## config.mk

```make
export PLATFORM = sky130hd
export DESIGN_NAME = dsgf_isqrt_cell
export DESIGN_NICKNAME = d
export VERILOG_FILES = /design/src/rtl/dsgf_pkg.sv /design/src/rtl/dsgf_isqrt_cell.sv
export SDC_FILE = /design/constraint.sdc
export NUM_CORES = 1
export LEC_CHECK = 0
export BUFFER_PORTS_ARGS = -buffer_cell sky130_fd_sc_hd__buf_4
export CAP_MARGIN = 20
export CORE_AREA = 2 2 349 351
export DETAILED_ROUTE_END_ITERATION = 8
export DIE_AREA = 0 0 351 353
export PLACE_DENSITY_LB_ADDON = 0.25
export REMOVE_ABC_BUFFERS = 1
export SLEW_MARGIN = 20
export SYNTH_ARGS = -nofsm -noshare
export SYNTH_HDL_FRONTEND = slang
export SYNTH_SLANG_ARGS = --single-unit
```

## constraint.sdc

```tcl
create_clock -name i_clk -period 4.01 [get_ports i_clk]
set_input_delay 0.401 -clock i_clk [delete_from_list [all_inputs] [get_ports i_clk]]
set_output_delay 0.401 -clock i_clk [all_outputs]
set_load 0.05 [all_outputs]
```

## src/rtl/dsgf_pkg.sv

```systemverilog
// Shared types, codes and arithmetic helpers of the direct-sum gravity force core.
package dsgf_pkg;

    // Default size of the particle store.
    localparam int MAX_PARTICLES_DEF = 1024;

    // Field widths that the interface fixes.
    localparam int PCOUNT_W  = 11;
    localparam int INDEX_W   = 10;
    localparam int CFG_IDX_W = 2;
    localparam int CFG_W     = 64;

    // Inverse square root: 48 result bits, partial products kept in 98 bits.
    localparam int ROOT_BITS = 48;
    localparam int PQ_W      = 98;
    localparam int INV_W     = ROOT_BITS + 1;

    // Operation codes.
    localparam logic OP_LOAD  = 1'b0;
    localparam logic OP_QUERY = 1'b1;

    // Status codes.
    localparam logic [1:0] STAT_OK    = 2'd0;
    localparam logic [1:0] STAT_EMPTY = 2'd1;
    localparam logic [1:0] STAT_RANGE = 2'd2;

    // Configuration register indexes.
    localparam logic [CFG_IDX_W-1:0] REG_SOFTENING = 2'd0;
    localparam logic [CFG_IDX_W-1:0] REG_MIN_DIST2 = 2'd1;
    localparam logic [CFG_IDX_W-1:0] REG_COUNT     = 2'd2;

    // Saturation limits of a 48 bit signed force.
    localparam logic [63:0] F48_MAX_MAG = 64'h0000_7FFF_FFFF_FFFF;
    localparam logic [63:0] F48_MIN_MAG = 64'h0000_8000_0000_0000;
    localparam logic signed [49:0] F48_MAX = 50'sh0_7FFF_FFFF_FFFF;
    localparam logic signed [49:0] F48_MIN = -50'sh0_8000_0000_0000;

    // One request.
    typedef struct packed {
        logic                      operation;
        logic [INDEX_W-1:0]        particle_index;
        logic signed [31:0]        position_x;
        logic signed [31:0]        position_y;
        logic signed [31:0]        position_z;
        logic [31:0]               particle_mass;
    } t_req;

    // One result.
    typedef struct packed {
        logic [INDEX_W-1:0]        result_index;
        logic signed [47:0]        force_x;
        logic signed [47:0]        force_y;
        logic signed [47:0]        force_z;
        logic [1:0]                status;
    } t_rsp;

    // Data that travels down the inverse square root chain.
    typedef struct packed {
        logic                      valid;
        logic                      last;
        logic [63:0]               d2;
        logic [PQ_W-1:0]           p;
        logic [PQ_W-1:0]           q;
        logic [ROOT_BITS-1:0]      root;
        logic [31:0]               mass;
        logic signed [32:0]        dx;
        logic signed [32:0]        dy;
        logic signed [32:0]        dz;
    } t_cell;

    // Side data of the weight multipliers that still need the inverse distance.
    typedef struct packed {
        logic                      valid;
        logic                      last;
        logic [INV_W-1:0]          inv;
        logic signed [32:0]        dx;
        logic signed [32:0]        dy;
        logic signed [32:0]        dz;
    } t_pair_side;

    // Pair flags with the three deltas.
    typedef struct packed {
        logic                      valid;
        logic                      last;
        logic signed [32:0]        dx;
        logic signed [32:0]        dy;
        logic signed [32:0]        dz;
    } t_delta_side;

    // Magnitude of a 33 bit signed delta; it always fits in 32 bits.
    function automatic logic [31:0] abs33(logic signed [32:0] v);
        logic [32:0] n;
        n = v[32] ? (~v + 33'd1) : v;
        return n[31:0];
    endfunction

    // Unsigned 64 bit add that sticks at all ones.
    function automatic logic [63:0] sat_add64(logic [63:0] a, logic [63:0] b);
        logic [64:0] s;
        s = {1'b0, a} + {1'b0, b};
        return s[64] ? '1 : s[63:0];
    endfunction

    // Signed force term from a rounded magnitude and the sign of its delta.
    function automatic logic signed [48:0] clamp_term(logic [63:0] mag, logic neg);
        logic [63:0] lim;
        logic [48:0] m;
        if (neg) begin
            lim = (mag > F48_MIN_MAG) ? F48_MIN_MAG : mag;
            m   = lim[48:0];
            return -$signed(m);
        end else begin
            lim = (mag > F48_MAX_MAG) ? F48_MAX_MAG : mag;
            m   = lim[48:0];
            return $signed(m);
        end
    endfunction

    // 48 bit signed accumulate with saturation.
    function automatic logic signed [47:0] sat_acc48(logic signed [47:0] acc,
                                                     logic signed [48:0] term);
        logic signed [49:0] s;
        s = {{2{acc[47]}}, acc} + {term[48], term};
        if (s > F48_MAX) begin
            return F48_MAX[47:0];
        end else if (s < F48_MIN) begin
            return F48_MIN[47:0];
        end
        return s[47:0];
    endfunction

endpackage

```

## src/rtl/dsgf_isqrt_cell.sv

```systemverilog
// One cell of the inverse square root chain: decides one bit of the root.
module dsgf_isqrt_cell import dsgf_pkg::*; #(
    parameter int BIT_POS = 0
) (
    input  logic  i_clk,
    input  logic  i_rst_n,
    input  t_cell i_cell,
    output t_cell o_cell
);

    // The candidate t = 2m+1 grows by a = 2^(BIT_POS+1) when this bit is set.
    // With P = t^2*d2 and Q = t*d2: P' = P + 2aQ + a^2*d2, Q' = Q + a*d2.
    logic [PQ_W+48:0]  w_q_sh;
    logic [159:0]      w_d_sh;
    logic [PQ_W+1:0]   w_sum;
    logic [PQ_W-1:0]   w_q_add;
    logic              w_take;
    t_cell             r_cell;

    assign w_q_sh  = {49'b0, i_cell.q} << (BIT_POS + 2);
    assign w_d_sh  = {96'b0, i_cell.d2} << (2 * BIT_POS + 2);
    assign w_sum   = {2'b0, i_cell.p} + {2'b0, w_q_sh[PQ_W-1:0]} + {2'b0, w_d_sh[PQ_W-1:0]};
    assign w_q_add = {34'b0, i_cell.d2} << (BIT_POS + 1);

    // The bit is kept while the new P stays below 2^98.
    assign w_take = ~(|w_q_sh[PQ_W+48:PQ_W]) & ~(|w_d_sh[159:PQ_W])
                  & (w_sum[PQ_W+1:PQ_W] == 2'b00);

    always_ff @(posedge i_clk) begin
        if (!i_rst_n) begin
            r_cell <= '0;
        end else begin
            r_cell <= i_cell;
            if (w_take) begin
                r_cell.p             <= w_sum[PQ_W-1:0];
                r_cell.q             <= i_cell.q + w_q_add;
                r_cell.root[BIT_POS] <= 1'b1;
            end
        end
    end

    assign o_cell = r_cell;

endmodule

```

# Word level (Yosys, flattened, before mapping)
# Index checks and enable logic that the tools add are counted.
[totals]
reg_bits = 441
inputBits = 443
output_inout_bits = 441
word_cells = 19
[classes]
n_addsub = 3
n_mux = 2
bitwise = 2
n_reduce_logical = 2
[op_table]
columns = ["operator", "n"]
rows = [
  ["196-bit 2-to-1 mux", 1],
  ["99-bit by 66-bit adder with 100-bit output", 1],
  ["98-bit by 98-bit adder with 99-bit output", 1],
  ["98-bit by 65-bit adder with 98-bit output", 1],
  ["2-bit logical NOT", 1],
  ["2-bit OR reduction", 1],
  ["1-bit bitwise AND", 1],
  ["1-bit 2-to-1 mux", 1],
  ["1-bit inverter", 1],
]

# Longest topological paths before layout
# Gate-level depths: netlist of run 1.
[logic_depth]
depth_word = 5
depth_mapped = 18
depth_no_buf = 16

# Worst setup path after synthesis of run 1
# OpenSTA, ideal clock, no wires.
[synth_path]
path_type = "input port to flip-flop"
start = "input port i_cell[180] (netlist name)"
end = "register r_cell, in the netlist o_cell[269]"
setup_ns = 0.070
t_arrival_ns = 4.003
required_ns = 3.940
path_slack_ns = -0.064
cell_stages = 15
n_path_buf = 1
cell_sequence = "fa_1 -> ha_1 -> fa_1 -> a211oi_1 -> o21ai_1 -> o2111ai_2 -> nand2_2 -> and4_1 -> o2111ai_1 -> and3_4 -> o21ai_4 -> or3_1 -> buf_2 -> or4_1 -> a21oi_1"
[synth_between]
elab_chain_cells = 5
elab_cells_between_ends = 6
classes_between = "add/sub (3); mux (1); bitwise (1); reduce/logical (1)"
[synth_lines]
columns = ["item", "line_no", "source"]
rows = [
  ["from (decl)", "dsgf_isqrt_cell.sv:7", "input t_cell i_cell,"],
  ["98-bit by 98-bit adder with 99-bit output", "dsgf_isqrt_cell.sv:22", "assign w_sum = {2'b0, i_cell.p} + {2'b0, w_q_sh[PQ_W-1:0]} + {2'b0, w_d_sh[PQ_W-1:0]};"],
  ["99-bit by 66-bit adder with 100-bit output", "dsgf_isqrt_cell.sv:22", ""],
  ["2-bit logical NOT", "dsgf_isqrt_cell.sv:27", "& (w_sum[PQ_W+1:PQ_W] == 2'b00);"],
  ["1-bit bitwise AND", "dsgf_isqrt_cell.sv:27", ""],
  ["196-bit 2-to-1 mux *", "dsgf_isqrt_cell.sv:34", "if (w_take) begin"],
  ["to (signal assigned)", "dsgf_isqrt_cell.sv:33", "r_cell <= i_cell;"],
  ["to (decl)", "dsgf_isqrt_cell.sv:18", "t_cell r_cell;"],
]
# Every way passes the cells marked *; elsewhere a longest branch is shown, timed or not.
# A chain may end at the register's enable or synchronous reset.

# Final worst setup path of run 1
[layout_path]
start = "input port i_cell[338] (netlist name)"
end = "register r_cell, in the netlist o_cell[318]"
[layout_between]
elab_chain_cells = 5
[layout_lines]
columns = ["item", "line_no"]
rows = [
  ["98-bit by 98-bit adder with 99-bit output", "dsgf_isqrt_cell.sv:22"],
  ["99-bit by 66-bit adder with 100-bit output", "dsgf_isqrt_cell.sv:22"],
  ["2-bit logical NOT", "dsgf_isqrt_cell.sv:27"],
  ["1-bit bitwise AND", "dsgf_isqrt_cell.sv:27"],
  ["196-bit 2-to-1 mux", "dsgf_isqrt_cell.sv:34"],
]
# Every way passes these cells.

==> results, run 1 <==
- The run finished with clean final reports.
- The share of final-layout standard cells stronger than drive strength 1 is 35.1%.
- The wire length per cell is 22.6 um.
- STA classifies the critical path startpoint as a primary input.
- Among all flip-flop cells after synthesis, the most frequent one is sky130_fd_sc_hd__dfxtp_1.
- By area the synthesized netlist is led by sky130_fd_sc_hd__dfxtp_1 35%, sky130_fd_sc_hd__ha_1 9.4%, sky130_fd_sc_hd__a21oi_1 7.2%, sky130_fd_sc_hd__nand2_1 6.4%, sky130_fd_sc_hd__and2_1 6.3%.
- The clock tree from TritonCTS is done.
- The first-pass GRT wire length is 202000 um.
- The pin count of the biggest net entering global routing is 134.
- Dividing total power by cell area gives a power density of 413 nW/um2.
- The max capacitance violation total is 0.
- The worst-case headroom to the max-slew limit is 42.9%.
- The detailed-placement wirelength estimate is 119000 um.
- The total number of H-tree levels is 2.
- The top cell type by total area after synthesis is sky130_fd_sc_hd__dfxtp_1.
- The maximum ir drop on the vdd rail is 0.321 mV.
- The final number of setup-violating endpoints is 0.
- The core outline area is 121000 um2.
- The detailed-route via count is 29000.
- In the post-synthesis netlist, the cell with the most instances is sky130_fd_sc_hd__dfxtp_1.
- The floorplan step defined a die boundary enclosing 124000 um2.
- The register with the most flip-flops in the layout has 441 of them.
- Routability-driven placement finished with a final weighted congestion of 0.919.
- The total wire length after detailed routing is 144000 um.
- The smallest clock period supported by the final layout is computed as 3.93 ns.
- The number of global-route vias before repair is 29300.
- In the final timing run, aggregate negative setup slack is 0 ns.
- Ranked by instance count, the synthesized netlist is headed by 441 x sky130_fd_sc_hd__dfxtp_1, 436 x sky130_fd_sc_hd__nand2_1, 364 x sky130_fd_sc_hd__a21oi_1.
- The number of antenna violations at the first check in global routing is 33.
- The Yosys step of the flow raised 0 warnings.
- The clock transition at the registers of the reported paths is 0.06 ns.
- From left edge to right edge, the die measures 351 um.
- The clock root buffer is sky130_fd_sc_hd__clkbuf_16.
- The number of placed I/O pins is 884.
- The clock net sink count is 441.
- After technology mapping, the gate count stands at 3020.
- The number of cells in the design after placement is 5974.
- The area occupied by multi-input gates is 15900 um2.
- The max-slew violation count is 0.
- In this run the biggest area consumer among cell types represents 34.7% of the synthesized area.
- After global routing the overflow that remains totals 0.
- The count of antenna-violating nets left after detailed routing is 0.
- Across the whole layout, storage elements account for 8830 um2.
- The average instance area after synthesis is 8.42 um2.
- The critical path in this run is classified as in2reg.
- The class of the tightest hold or removal check is in2reg.
- For the worst setup path, the data required time is 4.58 ns.
- After synthesis the netlist holds a flip-flop and latch count of 441.
- The combined global-route utilization of all metal layers is 22.2%.
- The floorplan step set the die height to 353 um.
- The sequential cell area fraction in the yosys report is 34.7%.
- The count of endpoints failing hold in the final timing report is 0.
- The count of port buffers added during placement is 883.
- The post-route clock period utilization is 97.9%.
- The residual DRC count is 0.
- After filler insertion, the fill cell instance count of the layout stands at 12600.
- The biggest fanout along the worst timing path is 34.
- The initial standard-cell utilization of the core is 21.1%.
- The leakage dissipation is 20.1 nW.
- The count of cells in the finished layout, fillers not included, comes to 6365.
- The maximum number of buffers from clock root to sink is 3.
- In this run, synthesis inferred 0 flip-flops with an integrated enable.
- The placement row count is 128.
- In this run, CTS created clock tree buffers numbering 58.
- STA classifies the critical path endpoint as a flip-flop.
- Using the TritonRoute via totals, the vias-per-cell ratio works out to 4.55.
- The first detailed-routing pass took 5 iterations.
- From synthesis to final layout, the design area changed by 69.6%.
- The share of async-settable or async-resettable flops after synthesis is 0%.
- STA puts the critical path data arrival time at 4.50 ns.
- Counting distinct cell types in the post-synthesis netlist gives 91.
- At the end of the flow, the number of nets in the layout was 5383.
- Timing would allow up to 255 MHz.
- The number of DRC violations after detailed-routing iteration 0 is 1775.
- For the pin with the worst max-slew slack, the measured transition is 0.853 ns.
- In this run the cell area of the synthesized design comes to 25400 um2.
-- stage by stage --
stage	utilization [%]	hold WS, ns	power, mW	cell area, um2	setup WS, ns
floorplan	-	0.519	8.63	24800	-4.79
global placement	31.7	0.604	12.1	38200	-0.949
detailed placement	31.7	0.608	12.0	38200	-0.969
CTS	35.6	0.000449	18.0	43000	0.0223
global route	35.8	0.0125	18.7	43100	-0.0121
finish	35.8	0.0595	17.8	43100	0.0846
-- area by class of cell --
type | instances | area share (%)
clock inverter | 33 | 0.966
inverter | 60 | 0.534
tap | 1625 | 4.71
antenna | 10 | 0.0580
timing repair buffer | 1765 | 32.6
clock buffer | 74 | 3.69
sequential | 441 | 20.5
multi-input combinational | 2357 | 36.9
-- path summary, 6_finish.rpt --
path                    start                      to  slack [ns]  depth (start not counted)
setup / recovery  i_cell[338]  o_cell[318]$_SDFF_PN0_        0.08                         17
hold / removal    i_cell[240]  o_cell[240]$_SDFF_PN0_        0.06                          3
-- timing repair --
| action | CTS | global route |
|---|---|---|
| setup buffers | 1 | 1 |
| resized for setup | 8 | 28 |
| setup endpoints to repair | 85 | 91 |
| hold endpoints to repair | 272 | 0 |
| pin swaps | 3 | 3 |
| hold buffers | 272 | 0 |
-- logic make-up (layout without fill, tap and decap cells) --
group	count (synthesis)	in the layout	synth area share (%)
AO/OA/AOI/OAI	818	818	20.0
XOR/XNOR	144	144	4.99
adder cells (fa/ha/maj)	257	257	14.6
buffers and inverters	222	1932	3.44
flip-flops	441	441	34.7
multiplexers	8	8	0.315
other	0	10	0
AND/OR/NAND/NOR	1130	1130	21.9
-- critical path: stages --
cell and delay (ns):
sky130_fd_sc_hd__dlygate4sd3_1 0.58, sky130_fd_sc_hd__buf_4 0.17, sky130_fd_sc_hd__fa_1 0.48, sky130_fd_sc_hd__ha_1 0.33
sky130_fd_sc_hd__buf_4 0.14, sky130_fd_sc_hd__nand2_1 0.13, sky130_fd_sc_hd__nor4_2 0.33, sky130_fd_sc_hd__buf_4 0.18
sky130_fd_sc_hd__nand2_1 0.06, sky130_fd_sc_hd__a2bb2oi_2 0.16, sky130_fd_sc_hd__and3_4 0.24, sky130_fd_sc_hd__o21a_1 0.23
sky130_fd_sc_hd__nand2_4 0.12, sky130_fd_sc_hd__buf_12 0.22, sky130_fd_sc_hd__buf_12 0.24, sky130_fd_sc_hd__nand3_1 0.21
sky130_fd_sc_hd__o21ai_0 0.19
-- where the power goes --
part           internal (mW)  total [mW]  switching [mW]
Sequential              4.70        4.81           0.114
Combinational           3.09        7.44            4.35
Clock                   3.28        5.58            2.31
Total                   11.1        17.8            6.77
-- per-layer routing --
metal	global-route usage [%]	wire length (um)	up-vias
li1	-	-	13900
met1	27.0	58800	13800
met2	38.5	69500	1028
met3	5.41	11000	195
met4	6.50	4240	36
met5	0	242	-
-- cells in the final DEF (no fill, tap or decap), drive strengths merged, types with 7 or more instances in the layout --
master / n
a21oi: 365
o21a: 27
a21boi: 8
xnor2: 97
a31oi: 16
nor2: 154
clkbuf: 74
and3: 17
ha: 191
o2111ai: 7
inv: 68
o211ai: 13
mux2i: 8
dlygate4sd3: 272
or3: 12
clkinv: 13
or4: 9
and4: 8
fa: 66
o21ai: 144
nand4: 78
diode: 10
nand2: 437
nand3: 52
dfxtp: 441
o31ai: 15
and2: 257
buf: 1493
nor3: 34
xor2: 47
a21o: 81
nor2b: 10
nand2b: 22
bufinv: 7
o21bai: 39
nor4: 17
a211oi: 28
Power figures use the tool's default switching activity.
==> inputs of run 2 (changes only) <==
RECOVER_POWER = 50   (was unset)
SLEW_MARGIN = unset   (was 20)
==> results, run 2 (synthesized netlist as in run 1, its figures left out) <==
- The global-route met3 utilization was 5.41% (unchanged).
- The class of the tightest hold or removal check was in2reg (unchanged).
- The post-route clock period utilization is 97.9% (about the same).
- The final reports fail on capacitance limit, slew limit.
- The number of buffer and inverter stages on the critical path came to 6 (unchanged).
- Critical path cell sequence: dlygate4sd3_1 > buf_4 > fa_1 > ha_1 > buf_4 > nand2_1 > nor4_2 > buf_4 > nand2_1 > a2bb2oi_2 > and3_4 > o21a_1 > nand2_4 > buf_12 > buf_12 > nand3_1 > o21ai_0 (unchanged).
- The leftover overflow at the end of global routing is 0 (unchanged).
- The layer carrying the most global-route usage is met2 (unchanged).
- The peak per-stage delay on the critical path is 0.58 ns (about the same).
- The worst slack on hold paths is 0.0601 ns (was 0.0595 ns).
- The maximum number of buffers from clock root to sink is 3 (unchanged).
- The arrival time at the worst endpoint is 4.50 ns (about the same).
- The clock root buffer is sky130_fd_sc_hd__clkbuf_16 (unchanged).
- The leakage dissipation is 19.3 nW (was 20.1 nW).
- The cell with the largest stage delay on the worst path is sky130_fd_sc_hd__dlygate4sd3_1 (unchanged).
- The detailed-placement wirelength estimate was 119000 um (unchanged).
- The capture point of the worst path is o_cell[318]$_SDFF_PN0_ (unchanged).
- The total power consumption of the routed design is 17.7 mW (was 17.8 mW).
- The category of cells accounting for the largest share of critical-path delay is buffers and inverters (unchanged).
- The start point of the critical path is i_cell[338] (unchanged).
- The count of endpoints failing hold in the final timing report is 0 (unchanged).
- The cell occurring most often along the worst timing path is sky130_fd_sc_hd__buf_4 (unchanged).
- The count of filler cells inserted in the layout is 12800 (was 12600).
- The final total negative setup slack is 0 ns (unchanged).
- The power per unit of standard cell area is 418 nW/um2 (was 413 nW/um2).
- The worst-case headroom to the max-slew limit is -67.5% (was 42.9%).
- The capturing element type of the critical path is a flip-flop (unchanged).
- The pin count of the biggest net entering global routing is 134 (unchanged).
- The total wire length after detailed routing was 144000 um (about the same).
- The number of antenna violations at the first check in global routing came to 33 (unchanged).
- The biggest fanout along the worst timing path is 34 (unchanged).
- The synthesis-to-layout area growth is 66.7% (was 69.6%).
- The chip width is 351 um (unchanged).
- The max-slew violation count is 134 (was 0).
- The count of port buffers added during placement is 883 (unchanged).
- The combined global-route utilization of all metal layers came to 22.2% (unchanged).
- The most frequent standard cell in the layout excluding fill and tap cells is sky130_fd_sc_hd__buf_4 (unchanged).
- The wire length per cell is 22.6 um (about the same).
- The die outline area is 124000 um2 (unchanged).
- The global routing met1 resource utilization came to 27.0% (unchanged).
- The number of cells in the design after placement is 5974 (unchanged).
- The logic depth of the worst setup path including buffers is 17 (unchanged).
- The class of the most critical setup path is in2reg (unchanged).
- The clock transition at the registers of the reported paths was 0.06 ns (about the same).
- The count of antenna-violating nets left after detailed routing is 0 (unchanged).
- The peak clock frequency supported by timing is 255 MHz (about the same).
- The residual DRC count is 0 (unchanged).
- The post-layout minimum cycle time is 3.92 ns (was 3.93 ns).
- Status: finished with violations (was completed).
- The worst-margin pin slew is 2.51 ns (was 0.853 ns).
- The core outline area is 121000 um2 (unchanged).
- The clock net sink count was 441 (unchanged).
- The required time at the worst-slack endpoint was 4.58 ns (about the same).
- The detailed-route via count was 28900 (was 29000).
- The clock tree from TritonCTS is done (unchanged).
- The maximum ir drop on the vdd rail was 0.321 mV (about the same).
- The count of non-filler cells in the finished layout is 6365 (unchanged).
- The first-pass GRT wire length came to 202000 um (unchanged).
- Highest-count cells in the layout ignoring fill and taps: 1260 x sky130_fd_sc_hd__buf_4, 441 x sky130_fd_sc_hd__dfxtp_1, 435 x sky130_fd_sc_hd__nand2_1 (was 1480 x sky130_fd_sc_hd__buf_4, 441 x sky130_fd_sc_hd__dfxtp_1, 435 x sky130_fd_sc_hd__nand2_1).
- The met2 global-route usage came to 38.5% (unchanged).
- The max capacitance violation total is 1 (was 0).
- The final layout net count was 5383 (unchanged).
- The iteration count of the initial detailed-routing pass is 5 (unchanged).
- The final number of setup-violating endpoints is 0 (unchanged).
- The die height is 353 um (unchanged).
- The number of placed I/O pins is 884 (unchanged).
- The global placer's final weighted congestion was 0.919 (unchanged).
- The number of flip-flops in the largest register is 441 (unchanged).
- The initial standard-cell utilization of the core is 21.1% (unchanged).
- The total number of H-tree levels is 2 (unchanged).
- The placement row count is 128 (unchanged).
- The total CTS buffers is 58 (unchanged).
- The routed via count divided by cell count is 4.55 (about the same).
- The number of global-route vias before repair is 29300 (unchanged).
- The type of origin of the critical path is a primary input (unchanged).
- The share of final-layout standard cells stronger than drive strength 1 is 31.0% (was 35.1%).
- The number of DRC violations after detailed-routing iteration 0 is 1690 (was 1775).
## run 2: cell count changes in the layout (fill, tap and decap cells not counted)
cell	change
sky130_fd_sc_hd__clkbuf_4	+25
sky130_fd_sc_hd__and2_0	+62
sky130_fd_sc_hd__buf_4	-220
sky130_fd_sc_hd__clkbuf_2	+1
sky130_fd_sc_hd__clkbuf_1	+195
sky130_fd_sc_hd__and2_1	-62
sky130_fd_sc_hd__buf_12	-1
## run 2: power by group
group          total, mW  switching [mW]  internal, mW  leakage (nW)
clock               5.58            2.30          3.28         0.977
combinational       7.33            4.36          2.97          14.6
sequential          4.81           0.111          4.70          3.67
total               17.7            6.77          10.9          19.3
## run 2: how the worst min path moves through the flow
stage	from	end	slack, ns	depth (start not counted)
2_1_floorplan	i_rst_n	o_cell[346]$_SDFF_PN0_	0.52	1
3_3_place_gp	i_cell[114]	o_cell[114]$_SDFF_PN0_	0.60	2
3_5_place_dp	i_cell[114]	o_cell[114]$_SDFF_PN0_	0.61	2
4_1_cts	i_cell[330]	o_cell[330]$_SDFF_PN0_	0.0004	3
5_1_grt	i_cell[241]	o_cell[241]$_SDFF_PN0_	0.01	3
6_report	i_cell[331]	o_cell[331]$_SDFF_PN0_	0.06	3
## run 2: repair_timing
item                                   4_1_cts  5_1_grt
pin swaps                                    3        3
endpoints found under the hold margin      272        0
hold buffers                               272        0
setup endpoints to repair                   85       91
cloned                                       0        0
resized for setup                            8       28
setup buffers                                1        1
## run 2: area by class of cell
class | count | area (um2) | share of cell area, %
Antenna cell | 10 | 25.0 | 0.0590
Tap cell | 1625 | 2030 | 4.80
Clock inverter | 33 | 417 | 0.983
Multi-Input combinational cell | 2357 | 15900 | 37.6
Timing Repair Buffer | 1765 | 13300 | 31.4
Clock buffer | 74 | 1590 | 3.75
Sequential cell | 441 | 8830 | 20.8
Inverter | 60 | 230 | 0.543
## run 2: metal layers
layer | routed length [um] | up-vias
met4 | 4130 | 36
li1 | - | 13900
met5 | 241 | -
met2 | 69600 | 983
met1 | 59600 | 13800
met3 | 10300 | 189
## run 2: stage by stage
stage	worst slack, ns	cell area, um2	util (%)
global route	-0.0121	42400	35.2
finish	0.0855	42400	35.2
global placement	-0.949	38200	31.7
CTS	0.0223	43000	35.6
detailed placement	-0.969	38200	31.7
floorplan	-4.79	24800	-
==> inputs of run 3 (changes only) <==
ABC_AREA = 1   (was unset)
CORE_AREA = 2 2 342 344   (was 2 2 349 351)
DIE_AREA = 0 0 344 346   (was 0 0 351 353)
PLACE_DENSITY = 0.57   (was unset)
PLACE_DENSITY_LB_ADDON = unset   (was 0.25)
==> results, run 3 <==
- The total power consumption of the routed design is 17.6 mW (was 17.7 mW).
- The worst-case headroom to the max-slew limit is -50.8% (was -67.5%).
- The count of port buffers added during placement is 883 (unchanged).
- The average instance area after synthesis is 6.15 um2 (was 8.42 um2).
- The number of cells in the design after placement was 7482 (was 5974).
- Setup repair after global routing left no endpoint under its margin.
- The routed via count divided by cell count is 4.73 (was 4.55).
- The die height came to 346 um (was 353 um).
- The combined global-route utilization of all metal layers is 31.4% (was 22.2%).
- The class of the most critical setup path was in2reg (unchanged).
- The area occupied by multi-input gates was 18100 um2 (was 15900 um2).
- The share of async-settable or async-resettable flops after synthesis was 0% (unchanged).
- The number of global-route vias before repair is 36500 (was 29300).
- The post-layout minimum cycle time is 3.78 ns (was 3.92 ns).
- The global placer's final weighted congestion is 1.03 (was 0.919).
- The worst-margin pin slew is 2.26 ns (was 2.51 ns).
- The leakage dissipation is 23.5 nW (was 19.3 nW).
- The most instantiated library cell after synthesis is sky130_fd_sc_hd__nand2_1 (was sky130_fd_sc_hd__dfxtp_1).
- The cell area after technology mapping is 31100 um2 (was 25400 um2).
- The share of the synthesized area in the top cell type is 28.4% (was 34.7%).
- The count of instances resized after the clock tree is built came to 0 (was 8).
- The relative contribution of sequential cells to total power is 27.4% (was 27.1%).
- The number of different library cells in the post-synthesis netlist is 40 (was 91).
- The proportion of power drawn by combinational gates is 42.5% (was 41.4%).
- The total CTS buffers was 54 (was 58).
- The detailed-placement wirelength estimate is 169000 um (was 119000 um).
- The class of the tightest hold or removal check is in2reg (unchanged).
- The chip width is 344 um (was 351 um).
- The max capacitance violation total was 5 (was 1).
- The placement-stage cell area is 40100 um2 (was 38200 um2).
- The number of flip-flops in the largest register is 441 (unchanged).
- The biggest fanout along the worst timing path is 28 (was 34).
- The iteration count of the initial detailed-routing pass is 6 (was 5).
- Main area contributors after synthesis: sky130_fd_sc_hd__dfxtp_1 28%, sky130_fd_sc_hd__nand2_1 18%, sky130_fd_sc_hd__inv_1 12%, sky130_fd_sc_hd__nor2_1 9.9%, sky130_fd_sc_hd__ha_1 7.7% (was sky130_fd_sc_hd__dfxtp_1 35%, sky130_fd_sc_hd__ha_1 9.4%, sky130_fd_sc_hd__a21oi_1 7.2%, sky130_fd_sc_hd__nand2_1 6.4%, sky130_fd_sc_hd__and2_1 6.3%).
- The arrival time at the worst endpoint is 4.38 ns (was 4.50 ns).
- Violated checks: capacitance limit, slew limit (unchanged).
- The clock group share of total power came to 30.2% (was 31.5%).
- The final number of setup-violating endpoints is 0 (unchanged).
- The share of final-layout standard cells stronger than drive strength 1 is 14.5% (was 31.0%).
- The placement row count is 125 (was 128).
- The cell count after synthesis is 5052 (was 3020).
- Commonest cells post-synth: 1514 x sky130_fd_sc_hd__nand2_1, 954 x sky130_fd_sc_hd__inv_1, 821 x sky130_fd_sc_hd__nor2_1 (was 441 x sky130_fd_sc_hd__dfxtp_1, 436 x sky130_fd_sc_hd__nand2_1, 364 x sky130_fd_sc_hd__a21oi_1).
- The final layout net count is 6934 (was 5383).
- The peak clock frequency supported by timing was 265 MHz (was 255 MHz).
- The count of antenna-violating nets left after detailed routing is 0 (unchanged).
- The power per unit of standard cell area is 405 nW/um2 (was 418 nW/um2).
- The flop and latch count out of synthesis was 441 (unchanged).
- The clock net sink count came to 441 (unchanged).
- The top cell type by total area after synthesis was sky130_fd_sc_hd__dfxtp_1 (unchanged).
- The wire length per cell is 25.0 um (was 22.6 um).
- The residual DRC count came to 0 (unchanged).
- The number of DRC violations after detailed-routing iteration 0 came to 2616 (was 1690).
- The design internal power is 10.0 mW (was 10.9 mW).
- The initial standard-cell utilization of the core is 26.9% (was 21.1%).
- The first-pass GRT wire length came to 265000 um (was 202000 um).
- Status: finished with violations (unchanged).
- The count of flip-flops with a built-in enable after synthesis is 0 (unchanged).
- The finished layout cell area is 43500 um2 (was 42400 um2).
- The maximum number of buffers from clock root to sink is 3 (unchanged).
- The total number of H-tree levels is 2 (unchanged).
- The utilization of the core after routing is 37.6% (was 35.2%).
- The clock root buffer is sky130_fd_sc_hd__clkbuf_16 (unchanged).
- The sequential cell area fraction in the yosys report is 28.4% (was 34.7%).
- The capturing element type of the critical path is a flip-flop (unchanged).
- The most frequent standard cell in the layout excluding fill and tap cells is sky130_fd_sc_hd__nand2_1 (was sky130_fd_sc_hd__buf_4).
- The number of warning messages in the yosys log is 0 (unchanged).
- The type of origin of the critical path is a primary input (unchanged).
- The die outline area is 119000 um2 (was 124000 um2).
- The detailed-route via count was 36900 (was 28900).
- The leftover overflow at the end of global routing is 0 (unchanged).
- The number of antenna violations at the first check in global routing is 7 (was 33).
- The count of filler cells inserted in the layout is 12900 (was 12800).
- The net load switching power is 7.58 mW (was 6.77 mW).
- The most used flip-flop cell after synthesis is sky130_fd_sc_hd__dfxtp_1 (unchanged).
- The total wire length after detailed routing was 196000 um (was 144000 um).
- The clock tree from TritonCTS is done (unchanged).
- The max-slew violation count was 333 (was 134).
- The synthesis-to-layout area growth is 39.9% (was 66.7%).
- The core outline area is 115000 um2 (was 121000 um2).
- The number of placed I/O pins is 884 (unchanged).
- The clock transition at the registers of the reported paths is 0.07 ns (was 0.06 ns).
- The pin count of the biggest net entering global routing is 99 (was 134).
- The register area is 8830 um2 (unchanged).
- The final total negative setup slack came to 0 ns (unchanged).
- The count of non-filler cells in the finished layout is 7805 (was 6365).
- The required time at the worst-slack endpoint came to 4.62 ns (was 4.58 ns).
- The maximum ir drop on the vdd rail is 0.327 mV (was 0.321 mV).
- Highest-count cells in the layout ignoring fill and taps: 1514 x sky130_fd_sc_hd__nand2_1, 954 x sky130_fd_sc_hd__inv_1, 821 x sky130_fd_sc_hd__nor2_1 (was 1260 x sky130_fd_sc_hd__buf_4, 441 x sky130_fd_sc_hd__dfxtp_1, 435 x sky130_fd_sc_hd__nand2_1).
- The switching share of total power is 43.1% (was 38.2%).
- The count of endpoints failing hold in the final timing report was 0 (unchanged).
- The post-route clock period utilization is 94.2% (was 97.9%).
[run 3: critical path: stages]
cell and delay [ns]:
sky130_fd_sc_hd__dlygate4sd3_1 0.55, sky130_fd_sc_hd__buf_4 0.15, sky130_fd_sc_hd__fa_1 0.46, sky130_fd_sc_hd__ha_1 0.39
sky130_fd_sc_hd__a21oi_1 0.28, sky130_fd_sc_hd__nor2_1 0.08, sky130_fd_sc_hd__nor2_1 0.14, sky130_fd_sc_hd__nand2_1 0.18
sky130_fd_sc_hd__nand2_1 0.10, sky130_fd_sc_hd__nand2_1 0.10, sky130_fd_sc_hd__nand2_1 0.13, sky130_fd_sc_hd__buf_12 0.12
sky130_fd_sc_hd__a21oi_1 0.07, sky130_fd_sc_hd__nor2_1 0.23, sky130_fd_sc_hd__nand4_4 0.20, sky130_fd_sc_hd__buf_12 0.22
sky130_fd_sc_hd__buf_4 0.19, sky130_fd_sc_hd__nand2_1 0.06, sky130_fd_sc_hd__nand2_1 0.11, sky130_fd_sc_hd__nor2_1 0.21
[run 3: power groups by stage]
| stage | Sequential (mW) | Combinational [mW] | Clock (mW) |
|---|---|---|---|
| 6_report | 4.82 | 7.47 | 5.31 |
| 5_1_grt | 4.83 | 7.90 | 5.58 |
| 4_1_cts | 4.82 | 7.50 | 5.44 |
| 3_5_place_dp | 4.91 | 7.28 | 0 |
| 3_3_place_gp | 4.91 | 7.30 | 0 |
| 2_1_floorplan | 5.94 | 2.89 | 0 |
[run 3: worst paths after layout]
check	startpoint	end	slack [ns]	cells after the start
max	i_cell[381]	o_cell[358]$_SDFF_PN0_	0.23	20
min	i_cell[74]	o_cell[74]$_SDFF_PN0_	0.03	3
[run 3: through the flow]
step	hold slack, ns	setup WS, ns
finish	0.0284	0.232
global route	0.0204	0.0926
CTS	0.000511	0.373
detailed placement	0.585	0.160
global placement	0.583	0.202
floorplan	0.494	-1.28
[run 3: kinds of logic (layout without fill, tap and decap cells)]
kind of cell | after synthesis | after routing | share of synthesized area (%)
AND/OR/NAND/NOR | 2633 | 2633 | 33.6
buffers and inverters | 1053 | 2279 | 13.2
AO/OA/AOI/OAI | 547 | 547 | 9.42
flip-flops | 441 | 441 | 28.4
adder cells (fa/ha/maj) | 257 | 257 | 12.0
XOR/XNOR | 121 | 121 | 3.41
other | 0 | 3 | 0
[run 3: cell type report]
type                            instances  area share [%]
Clock inverter                         22           0.720
Tap cell                             1524            4.39
Multi-Input combinational cell       3558            41.7
Timing Repair Buffer                 1218            20.9
Inverter                              961            8.30
Sequential cell                       441            20.3
Antenna cell                            3          0.0173
Clock buffer                           78            3.64
[run 3: what timing repair did]
item / CTS / global route
endpoints found under the hold margin: 220 / 0
setup endpoints to repair: 0 / 0
hold buffers: 220 / 0
setup buffers: 0 / 0
[run 3: layer usage]
| layer | routed length (um) | global-route usage (%) | vias to the layer above |
|---|---|---|---|
| met5 | 34 | 0 | - |
| met4 | 10100 | 13.8 | 6 |
| met3 | 10800 | 4.21 | 297 |
| met2 | 96100 | 56.2 | 1330 |
| met1 | 78500 | 37.1 | 17600 |
| li1 | - | - | 17700 |
